File: config.mk
export PLATFORM = sky130hd
export DESIGN_NAME = plr_divider
export DESIGN_NICKNAME = d
export VERILOG_FILES = /design/src/hw/rtl/plr_pkg.sv /design/src/hw/rtl/plr_divider.sv
export SDC_FILE = /design/constraint.sdc
export NUM_CORES = 1
export LEC_CHECK = 0
export BUFFER_PORTS_ARGS = -buffer_cell sky130_fd_sc_hd__buf_2
export CORE_ASPECT_RATIO = 1.1
export CORE_MARGIN = 4
export CORE_UTILIZATION = 45
export DETAILED_ROUTE_END_ITERATION = 7
export PLACE_DENSITY_LB_ADDON = 0.3
export SETUP_SLACK_MARGIN = 0.1
export SYNTH_ARGS = -nofsm -noshare
export SYNTH_HDL_FRONTEND = slang
export SYNTH_SLANG_ARGS = --single-unit
File: constraint.sdc
create_clock -name clk -period 3.51 [get_ports clk]
set_input_delay 0.702 -clock clk [delete_from_list [all_inputs] [get_ports clk]]
set_output_delay 0.702 -clock clk [all_outputs]
set_load 0.05 [all_outputs]
File: src/hw/rtl/plr_pkg.sv
// ----------------------------------------------------------------------------
// plr_pkg: packet loss ratio meter shared definitions
// Request/result payload types, probe and cell control types, codes and
// constants used across the meter's cells, divider and top level.
// ----------------------------------------------------------------------------
package plr_pkg;

  // Default capacity of the distinct-ID set
  localparam int SET_DEPTH_DEF = 64;

  // Configuration port geometry
  localparam int PADDR_W = 3;
  localparam int PDATA_W = 32;
  localparam logic REG_MIN_SPAN = 1'b0;   // word select paddr[2]
  localparam logic [15:0] MIN_SPAN_RST = 16'd10;

  // Action codes
  localparam logic [1:0] ACT_CLEAR  = 2'd0;
  localparam logic [1:0] ACT_WIDEN  = 2'd1;
  localparam logic [1:0] ACT_INSERT = 2'd2;
  localparam logic [1:0] ACT_BOTH   = 2'd3;

  // Insert status codes
  localparam logic [1:0] STAT_INSERTED = 2'd0;
  localparam logic [1:0] STAT_DUP      = 2'd1;
  localparam logic [1:0] STAT_FULL     = 2'd2;
  localparam logic [1:0] STAT_NONE     = 2'd3;

  // Percent scale and span reset values
  localparam logic [6:0]         PCT_FULL = 7'd100;
  localparam logic signed [31:0] ID_MAX   = 32'sh7FFF_FFFF;
  localparam logic signed [31:0] ID_MIN   = 32'sh8000_0000;

  typedef struct packed {
    logic [1:0]         action;
    logic signed [31:0] packet_id;
  } in_t;

  typedef struct packed {
    logic [1:0] insert_status;
    logic [6:0] loss_percent;
  } out_t;

  // Search token that walks the row of cells
  typedef struct packed {
    logic        valid;
    logic        hit;
    logic [31:0] id;
  } probe_t;

  // Broadcast control for the cells
  typedef struct packed {
    logic clear;
    logic write;
  } cell_ctl_t;

endpackage

File: src/hw/rtl/plr_divider.sv
// ----------------------------------------------------------------------------
// plr_divider: serial restoring divider
// Divides an NUM_W-bit numerator by a positive 31-bit divisor, one quotient
// bit per cycle; done pulses when the quotient is ready.
// ----------------------------------------------------------------------------
module plr_divider import plr_pkg::*; #(
  parameter int NUM_W = 13
) (
  input  logic             clk,
  input  logic             rst,
  input  logic             start,
  input  logic [NUM_W-1:0] num,
  input  logic [30:0]      den,
  output logic             done,
  output logic [NUM_W-1:0] quo
);

  localparam int CNT_W = $clog2(NUM_W + 1);

  logic [CNT_W-1:0] cnt;
  logic [30:0]      rem;
  logic [30:0]      den_q;
  logic [NUM_W-1:0] shreg;
  logic [31:0]      trial;
  logic             ge;

  assign trial = {rem, shreg[NUM_W-1]};
  assign ge    = trial >= {1'b0, den_q};
  assign quo   = shreg;

  // Shift one numerator bit into the remainder and one quotient bit out
  always_ff @(posedge clk) begin
    if (rst) begin
      cnt  <= '0;
      done <= 1'b0;
    end else if (start) begin
      cnt  <= CNT_W'(NUM_W);
      done <= 1'b0;
    end else if (cnt != '0) begin
      cnt  <= cnt - 1'b1;
      done <= (cnt == CNT_W'(1));
    end else begin
      done <= 1'b0;
    end
    if (start) begin
      rem   <= '0;
      den_q <= den;
      shreg <= num;
    end else if (cnt != '0) begin
      rem   <= ge ? 31'(trial - {1'b0, den_q}) : trial[30:0];
      shreg <= {shreg[NUM_W-2:0], ge};
    end
  end

endmodule

==> out/results.ini <==
[placed_design]
place_ws_ps = 269.2
dp_hpwl_um = 7594
gp_congestion = 0.8825
placed_area_um2 = 5246
port_buffers = 60

[timing]
setup_viol = 0
hold_viol = 0
finClkSkew_ps = 11.39
max_freq_mhz = 310.3
relSlewSlack_pct = 42.94
rsz0062_at_grt = false
drv_slew = 0
setup_tns_ps = 0
tightest_slew_ps = 855.9
period_minus_slack_ps = 3222
fin_crit_sh_pct = 91.80
setup_ws_ps = 287.7

[clock_tree]
worstSkewPairLatency_ps = 350
cts_made_buffers = 9
cts_tree = yes
clkTransAtPathRegs_ps = 60
htree_levels = 3
ctsHoldBuffers = 0
root_buffer = clkbuf_16
cts.path.max_buffers = 2
clock_sinks = 80

[die]
core_area_um2 = 10440
dieArea_um2 = 12500
row_count = 39
die_h_um = 116.9
start_util_pct = 46.42
die-width_um = 107.0
io_pins = 61

[pwr]
clkPwrFrac_pct = 24.2
swShare_pct = 37.45
pwr-share-seq_pct = 33.6
power.switching_mw = 1.401
total_power_mw = 3.741
power.leakage_nw = 2.494
cell_internal_pwr_mw = 2.340
p_per_area_nw_per_um2 = 667.0
combPwrFrac_pct = 42.1
ir_drop_v = 0.0003976

[setup_path]
crit_chain = inv_1 > ha_1 > fa_1 > nand2b_1 > a21oi_1 > o41ai_2 > o21ai_0 > a211oi_2 > o211a_1 > a21oi_1 > mux2_2 > a221oi_1
cp_top_family = compound AO/OA/AOI/OAI gates
cp.required_ps = 3750
crit_path_top_delay_cell = fa_1
end_kind = flop
critical_path_class = reg -> reg
crit_top_cell = a21oi_1
arrival_ps = 3470
r2r_start = quo[12]$_DFFE_PP_
crit_path_max_incr_delay_ps = 390
cp_max_fo = 3
rrSetupSlack_ps = 290
crit_end = rem[30]$_SDFFE_PP0N_
cp.depth = 12
critPathBufInv = 1
worstReg2RegEnd = rem[30]$_SDFFE_PP0N_
start_kind = flop
crit_start = quo[12]$_DFFE_PP_
reg2reg_depth = 12

[job]
max-cap-violations = 0

[synthesis]
syn_nets = 604
yosys.area_share.simple_pct = 15.36
yosysWarnings = 0
synth-edff-count = 44
synth_top_family_by_area = compound AO/OA/AOI/OAI gates
synth_fa_ha_area_share_pct = 8.931
yosys.area.top_type = edfxtp_1
synthXorXnorAreaFrac_pct = 3.975
yosysTopAreaCellShare_pct = 27.26
netlist_area_um2 = 4847
synth_compound_area_share_pct = 20.73
ys_types = 60
synth.yosys.seq_area_share_pct = 42.13
postSynthCellCount = 523
syn_area_per_cell_um2 = 9.268
async_reset_ff_share_pct = 0
yosys-top-cells-area = edfxtp_1, dfxtp_1, ha_1, a21oi_1, nand2_1
synthMuxAreaShare_pct = 3.665
ys_seq_elements = 80
dominantRegCellSynth = edfxtp_1

[finish]
seqCellArea_um2 = 2042
drive_above_1_share_pct = 17.86
fillers = 1017
area_growth_pct = 15.69
multi_input_area_um2 = 2566
final_area_um2 = 5608
fin_nets = 664
antenna_cells = 0

[detailed_routing]
drt-initial-drc-count = 186
drc = 0
via_count = 4025
wl_um = 10790
wire_per_inst_um = 14.76
post_drt_via_cell_ratio = 5.506
ant_nets = 0
firstDrtPassIters = 4

[grt]
grt_max_degree = 76
grt_pass1_wl_um = 18170
grt_usage_pct = 18.23
grt_pass1_vias = 4039
grt_overflow_total = 0
grt_antenna_before_repair = 0

[status]
status = completed

[hold_path]
hp-start = rem[1]$_SDFFE_PP0N_
worstHoldPathType = reg -> reg

flip-flops by register name, indices dropped and copies added, names as in the netlist:
register,count
den_q,31
rem,31
done,1
quo,13
cnt,4
kinds of logic (layout without fill, tap and decap cells):
family | count (synthesis) | after routing
XOR/XNOR | 22 | 22
buffers and inverters | 61 | 125
flip-flops | 80 | 80
multiplexers | 16 | 16
AND/OR/NAND/NOR | 163 | 164
adder cells (fa/ha/maj) | 34 | 34
AO/OA/AOI/OAI | 147 | 147
cells in the mapped netlist, drive strengths merged (8+ instances only):
cell type  number
nand2          59
a21oi          45
nor2           45
edfxtp         44
inv            39
dfxtp          36
ha             33
a21o           19
o21ai          19
a311oi         16
clkbuf         15
nand3          15
xnor2          15
mux2           14
a211oi          9
nor3            8
worst min-delay path: stages (launching register included):
cell,delay [ps]
dfxtp_1,330
nand2_1,60
a21oi_1,50
placed cells by master (no fill, tap or decap), types with 4 or more instances in the layout:
cell,instances
buf_2,60
nand2_1,58
nor2_1,45
a21oi_1,45
edfxtp_1,44
inv_1,39
dfxtp_1,36
ha_1,33
a21o_1,19
o21ai_0,16
a311oi_1,16
nand3_1,15
xnor2_1,15
mux2_2,14
clkbuf_16,9
nor3_1,8
a211oi_1,8
buf_4,8
and3_1,7
xor2_1,7
nand4_1,6
nand2b_1,6
nor2b_1,5
a31oi_1,5
o21a_1,4
stage by stage:
stage	std cells	utilization (%)	hold WS [ps]
finish	731	53.70	482.3
global route	731	53.70	512.1
CTS	724	53.02	480.6
detailed placement	708	50.24	470.0
global placement	708	50.24	466.0
floorplan	523	-	449.5
area by class of cell:
| cell class | count | area share (%) |
|---|---|---|
| Sequential cell | 80 | 36.41 |
| Multi-Input combinational cell | 383 | 45.76 |
| Clock inverter | 6 | 1.093 |
| Inverter | 40 | 2.677 |
| Timing Repair Buffer | 69 | 6.783 |
| Tap cell | 143 | 3.191 |
| Clock buffer | 10 | 4.083 |
timing repair:
action,4_1_cts,5_1_grt
gates resized for setup,0,3
setup buffers,0,6
setup endpoints to repair,0,28
power groups by stage:
stage	Sequential, mW	Clock (mW)	Combinational [mW]
after floorplan	1.34	0	1.11
after global placement	1.27	0	1.45
after detailed placement	1.27	0	1.48
after CTS	1.26	0.927	1.49
after global routing	1.28	0.970	1.76
final	1.26	0.906	1.58
metal layers:
layer | vias to the layer above | GRT usage (%) | part of all wire, %
met3 | 14 | 5.101 | 5.9
met1 | 1894 | 21.37 | 46
met5 | - | 0 | 0
li1 | 2028 | - | -
met2 | 89 | 31.23 | 46
met4 | 0 | 8.440 | 2.0
worst min path at each step:
stage                     slack [ps]  depth (start not counted)                  end
final                            480                          2  rem[1]$_SDFFE_PP0N_
after CTS                        480                          2  rem[1]$_SDFFE_PP0N_
after detailed placement         470                          2  rem[1]$_SDFFE_PP0N_
after global routing             510                          1   den_q[4]$_DFFE_PP_
after floorplan                  450                          2  rem[1]$_SDFFE_PP0N_
after global placement           470                          2  rem[1]$_SDFFE_PP0N_
Note: power is estimated with default switching activity, not from simulation.
