### config.mk
export PLATFORM = sky130hd
export DESIGN_NAME = plr_chain
export DESIGN_NICKNAME = d
export VERILOG_FILES = /design/src/hw/rtl/plr_pkg.sv /design/src/hw/rtl/plr_cell.sv /design/src/hw/rtl/plr_chain.sv
export SDC_FILE = /design/constraint.sdc
export NUM_CORES = 2
export LEC_CHECK = 0
export BUFFER_PORTS_ARGS = -buffer_cell sky130_fd_sc_hd__buf_2
export CAP_MARGIN = 20
export CORE_AREA = 8 8 522 652
export CTS_CLUSTER_SIZE = 25
export DETAILED_ROUTE_END_ITERATION = 16
export DIE_AREA = 0 0 530 660
export PLACE_DENSITY = 0.52
export REMOVE_ABC_BUFFERS = 1
export SETUP_SLACK_MARGIN = 0.5
export SYNTH_ARGS = -nofsm -noshare
export SYNTH_HDL_FRONTEND = slang
export SYNTH_HIERARCHICAL = 1
export SYNTH_SLANG_ARGS = --single-unit
### constraint.sdc
create_clock -name clk -period 4.1 [get_ports clk]
set_clock_uncertainty 0.2 [all_clocks]
set_input_delay 0.41 -clock clk [delete_from_list [all_inputs] [get_ports clk]]
set_output_delay 0.41 -clock clk [all_outputs]
set_load 0.02 [all_outputs]
### src/hw/rtl/plr_pkg.sv
// ----------------------------------------------------------------------------
// plr_pkg: packet loss ratio meter shared definitions
// Request/result payload types, probe and cell control types, codes and
// constants used across the meter's cells, divider and top level.
// ----------------------------------------------------------------------------
package plr_pkg;

  // Default capacity of the distinct-ID set
  localparam int SET_DEPTH_DEF = 64;

  // Configuration port geometry
  localparam int PADDR_W = 3;
  localparam int PDATA_W = 32;
  localparam logic REG_MIN_SPAN = 1'b0;   // word select paddr[2]
  localparam logic [15:0] MIN_SPAN_RST = 16'd10;

  // Action codes
  localparam logic [1:0] ACT_CLEAR  = 2'd0;
  localparam logic [1:0] ACT_WIDEN  = 2'd1;
  localparam logic [1:0] ACT_INSERT = 2'd2;
  localparam logic [1:0] ACT_BOTH   = 2'd3;

  // Insert status codes
  localparam logic [1:0] STAT_INSERTED = 2'd0;
  localparam logic [1:0] STAT_DUP      = 2'd1;
  localparam logic [1:0] STAT_FULL     = 2'd2;
  localparam logic [1:0] STAT_NONE     = 2'd3;

  // Percent scale and span reset values
  localparam logic [6:0]         PCT_FULL = 7'd100;
  localparam logic signed [31:0] ID_MAX   = 32'sh7FFF_FFFF;
  localparam logic signed [31:0] ID_MIN   = 32'sh8000_0000;

  typedef struct packed {
    logic [1:0]         action;
    logic signed [31:0] packet_id;
  } in_t;

  typedef struct packed {
    logic [1:0] insert_status;
    logic [6:0] loss_percent;
  } out_t;

  // Search token that walks the row of cells
  typedef struct packed {
    logic        valid;
    logic        hit;
    logic [31:0] id;
  } probe_t;

  // Broadcast control for the cells
  typedef struct packed {
    logic clear;
    logic write;
  } cell_ctl_t;

endpackage

### src/hw/rtl/plr_cell.sv
// ----------------------------------------------------------------------------
// plr_cell: one entry of the distinct-ID set
// Holds one stored ID and its valid bit, checks the passing probe against it
// and registers the probe on its way to the next cell.
// ----------------------------------------------------------------------------
module plr_cell import plr_pkg::*; #(
  parameter int IDX_W = 6,
  parameter int INDEX = 0
) (
  input  logic             clk,
  input  logic             rst,
  input  cell_ctl_t        ctl,
  input  logic [IDX_W-1:0] wr_idx,
  input  logic [31:0]      wr_id,
  input  probe_t           probe_in,
  output probe_t           probe_out
);

  logic        valid;
  logic [31:0] id;
  logic        match;

  assign match = probe_in.valid && valid && (id == probe_in.id);

  // Hold the entry; load on an addressed write, drop on clear
  always_ff @(posedge clk) begin
    if (rst || ctl.clear) begin
      valid <= 1'b0;
    end else if (ctl.write && (wr_idx == IDX_W'(INDEX))) begin
      valid <= 1'b1;
    end
    if (ctl.write && (wr_idx == IDX_W'(INDEX))) begin
      id <= wr_id;
    end
  end

  // Advance the probe, folding in this entry's match
  always_ff @(posedge clk) begin
    if (rst) begin
      probe_out.valid <= 1'b0;
    end else begin
      probe_out.valid <= probe_in.valid;
    end
    probe_out.hit <= probe_in.hit | match;
    probe_out.id  <= probe_in.id;
  end

endmodule

### src/hw/rtl/plr_chain.sv
// ----------------------------------------------------------------------------
// plr_chain: row of set cells
// Links DEPTH cells head to tail; a probe entering the head passes through
// every cell's register and leaves the tail with the OR of all matches.
// ----------------------------------------------------------------------------
module plr_chain import plr_pkg::*; #(
  parameter int DEPTH = SET_DEPTH_DEF,
  parameter int IDX_W = $clog2(DEPTH)
) (
  input  logic             clk,
  input  logic             rst,
  input  cell_ctl_t        ctl,
  input  logic [IDX_W-1:0] wr_idx,
  input  logic [31:0]      wr_id,
  input  probe_t           head,
  output probe_t           tail
);

  probe_t links [DEPTH+1];

  assign links[0] = head;
  assign tail     = links[DEPTH];

  // Build the row
  for (genvar i = 0; i < DEPTH; i++) begin : g_cell
    plr_cell #(
      .IDX_W (IDX_W),
      .INDEX (i)
    ) u_cell (
      .clk       (clk),
      .rst       (rst),
      .ctl       (ctl),
      .wr_idx    (wr_idx),
      .wr_id     (wr_id),
      .probe_in  (links[i]),
      .probe_out (links[i+1])
    );
  end

endmodule

==> impl_metrics.env <==
export IMPL_grt_max_degree=85
export IMPL_syn_area_sq_mm=0.1314
export IMPL_cp_required_ns=4.74
export IMPL_cts_max_level=5
export IMPL_syn_to_final_growth_pct=16.68
export IMPL_final_common_cell="dfxtp_1"
export IMPL_gp_routability_congestion=0.7275
export IMPL_path_cells="xnor2_1 -> nand4_1 -> nor4_1 -> a31o_1 -> dlygate4sd3_1"
export IMPL_synth_top_area_cell="edfxtp_1"
export IMPL_grt_overflow=0
export IMPL_outcome="completed"
export IMPL_core_area_sq_mm=0.3295
export IMPL_cpPeakStageDelay_ns=0.69
export IMPL_syn_inst=7478
export IMPL_final_setup_viol_count=0
export IMPL_drt_initial_drc_count=3506
export IMPL_drcViolationCount=0
export IMPL_ctsLongestPathBuffers=4
export IMPL_start_util_pct=39.88
export IMPL_io_pins=110
export IMPL_cp_arrival_ns=3.08
export IMPL_endpoint_kind="register"
export IMPL_n_fill_cell=28250
export IMPL_clk_pin_slew_ns=0.06
export IMPL_dr_pass1_iters=5
export IMPL_dieArea_sq_mm=0.3498
export IMPL_synth_top_flop_cell="dfxtp_1"
export IMPL_postCtsSetupRepairBufs=0
export IMPL_ys_ff_latch=4288
export IMPL_drive_above_1_share_pct=10.94
export IMPL_dp_cells=12100
export IMPL_hp_class="input port to register"
export IMPL_critical_path_class="register to register"
export IMPL_grt_pass1_wl_um=398500
export IMPL_die_h_um=660
export IMPL_hold_viol_final=0
export IMPL_relSlewSlack_pct=22.37
export IMPL_mostFrequentLayoutCells="dfxtp_1 (2,240), edfxtp_1 (2,048), xnor2_1 (1,856)"
export IMPL_syn_area_per_cell_sq_um=17.57
export IMPL_fin_crit_sh_pct=59.57
export IMPL_finalMaxSlewViolations=0
export IMPL_fp_dieW_um=530
export IMPL_antenna_left=0
export IMPL_peakVddDrop_mv=0.3625
export IMPL_dp_hpwl_um=170200
export IMPL_antenna_found_initial=30
export IMPL_yosys_warnings=6
export IMPL_tightest_slew_ns=1.164
export IMPL_power_density_mw_per_mm2=560.1
export IMPL_rsz0062_at_grt="false"
export IMPL_ys_types=26
export IMPL_ys_seq_area_share_pct=80.92
export IMPL_cts_sinks=4288
export IMPL_cts_tree="built"
export IMPL_numCtsBuffers=406
export IMPL_num_vias=58680
export IMPL_multi_input_area_sq_mm=0.02536
export IMPL_clockRootBuffer="clkbuf_16"
export IMPL_worst_path_max_delay_cell="nor4_1"
export IMPL_route_detailed_wl_per_inst_um=20.63
export IMPL_portBuffers=109
export IMPL_nNetsFinal=8285
export IMPL_synth_top_area_share_pct=46.79
export IMPL_leakage_uw=0.05099
export IMPL_max_cap_violations=0
export IMPL_num_rows=236
export IMPL_via_per_inst=4.526
export IMPL_finalWirelength_um=267500
export IMPL_startpoint_type="register"
export IMPL_fmax_ghz=0.4094
export IMPL_crit_fanout=1
export IMPL_ys_top_cells_by_area="edfxtp_1 (47%), dfxtp_1 (34%), xnor2_1 (12%)"
export IMPL_worstSkewPairLatency_ns=0.89
export IMPL_grt_usage_pct=14.97
export IMPL_grt_pass1_vias=62020
export IMPL_finalPower_uw=85890
export IMPL_synth_edf_count=2048
export IMPL_final_cells=12970
export IMPL_fin_crit_ns=2.442
export IMPL_synthArstFlopShare_pct=0
export IMPL_seq_area_sq_mm=0.1063
==> path summary, 6_finish.rpt <==
kind	from	end	slack, ns	depth (start not counted)
setup / recovery	g_cell[0].u_cell/id[21]$_DFFE_PP_	g_cell[0].u_cell/probe_out[32]$_DFF_P_	1.66	5
hold / removal	wr_id[30]	g_cell[25].u_cell/id[30]$_DFFE_PP_	0.06	1
setup reg to reg	g_cell[0].u_cell/id[21]$_DFFE_PP_	g_cell[0].u_cell/probe_out[32]$_DFF_P_	1.66	5
hold reg to reg	g_cell[60].u_cell/probe_out[14]$_DFF_P_	g_cell[61].u_cell/probe_out[14]$_DFF_P_	0.13	0
==> state kept, by name (all words and copies together), names as in the netlist <==
name	cells
g_cell.u_cell/valid	64
g_cell.u_cell/probe_out	2176
g_cell.u_cell/id	2048
==> power breakdown <==
group          internal (uW)  total [uW]  switching [uW]  leakage (uW)
logic                    803        1950            1150       0.00725
clock network          21900       37300           15400       0.00662
registers              45800       46600             798        0.0371
total                  68500       85900           17400        0.0510
==> what timing repair did <==
item | CTS | global route
hold buffers | 98 | 1
resized for setup | 0 | 0
endpoints found under the hold margin | 656 | 27
==> critical path, delay by kind of cell, from the launching register on <==
kind | cells | cell delay (ns)
AO/OA/AOI/OAI | 1 | 0.23
XOR/XNOR | 1 | 0.19
buffers and inverters | 1 | 0.53
flip-flops | 1 | 0.38
AND/OR/NAND/NOR | 2 | 0.86
==> layer usage <==
layer  GRT usage (%)  up-vias  wire (um)
met5               0        -         13
met4           4.171        2       6699
met3           2.700      440      11920
met2           24.23     1110     123300
met1           20.81    28970     125500
li1                -    28160          -
==> cell families (layout without fill, tap and decap cells) <==
kind of cell	count (synthesis)	after routing	share of synthesized area, %
AOI/OAI and AO/OA	70	70	0.4608
buffers and inverters	0	1069	0
xor gates and xnor gates	2048	2048	13.65
and+or+nand+nor	1072	1072	4.975
DFF	4288	4288	80.92
other	0	16	0
==> cell usage after synthesis, types with 34 or more instances <==
library cell  instances
nor4_1              132
dfxtp_1            2240
a31o_1               56
nand3_1              77
nor3_1              125
nor2b_1              64
nor2_1               82
xor2_1              192
edfxtp_1           2048
xnor2_1            1856
nand4_1             452
nand2_1              34
==> cell type report <==
cell class | count | area share [%]
repair buffers | 323 | 1.672
clock inverters | 173 | 1.148
clock buffers | 573 | 7.675
diodes | 16 | 0.02611
well taps | 4403 | 3.593
multi-input cells | 3190 | 16.54
flip-flops and latches | 4288 | 69.35
==> per-stage QoR <==
stage / hold slack, ns / area [sq um] / setup slack (ns) / TNS (ns) / utilization (%)
global placement: 0.1544 / 138700 / 1.054 / 0 / 42.10
global route: 0.01313 / 153300 / 1.486 / 0 / 46.52
finish: 0.06219 / 153300 / 1.658 / 0 / 46.53
floorplan: 0.1489 / 131400 / -0.3017 / -19.54 / -
CTS: 0.001940 / 153200 / 1.633 / 0 / 46.50
detailed placement: 0.1530 / 138700 / 0.9840 / 0 / 42.10
Power figures use the tool's default switching activity.
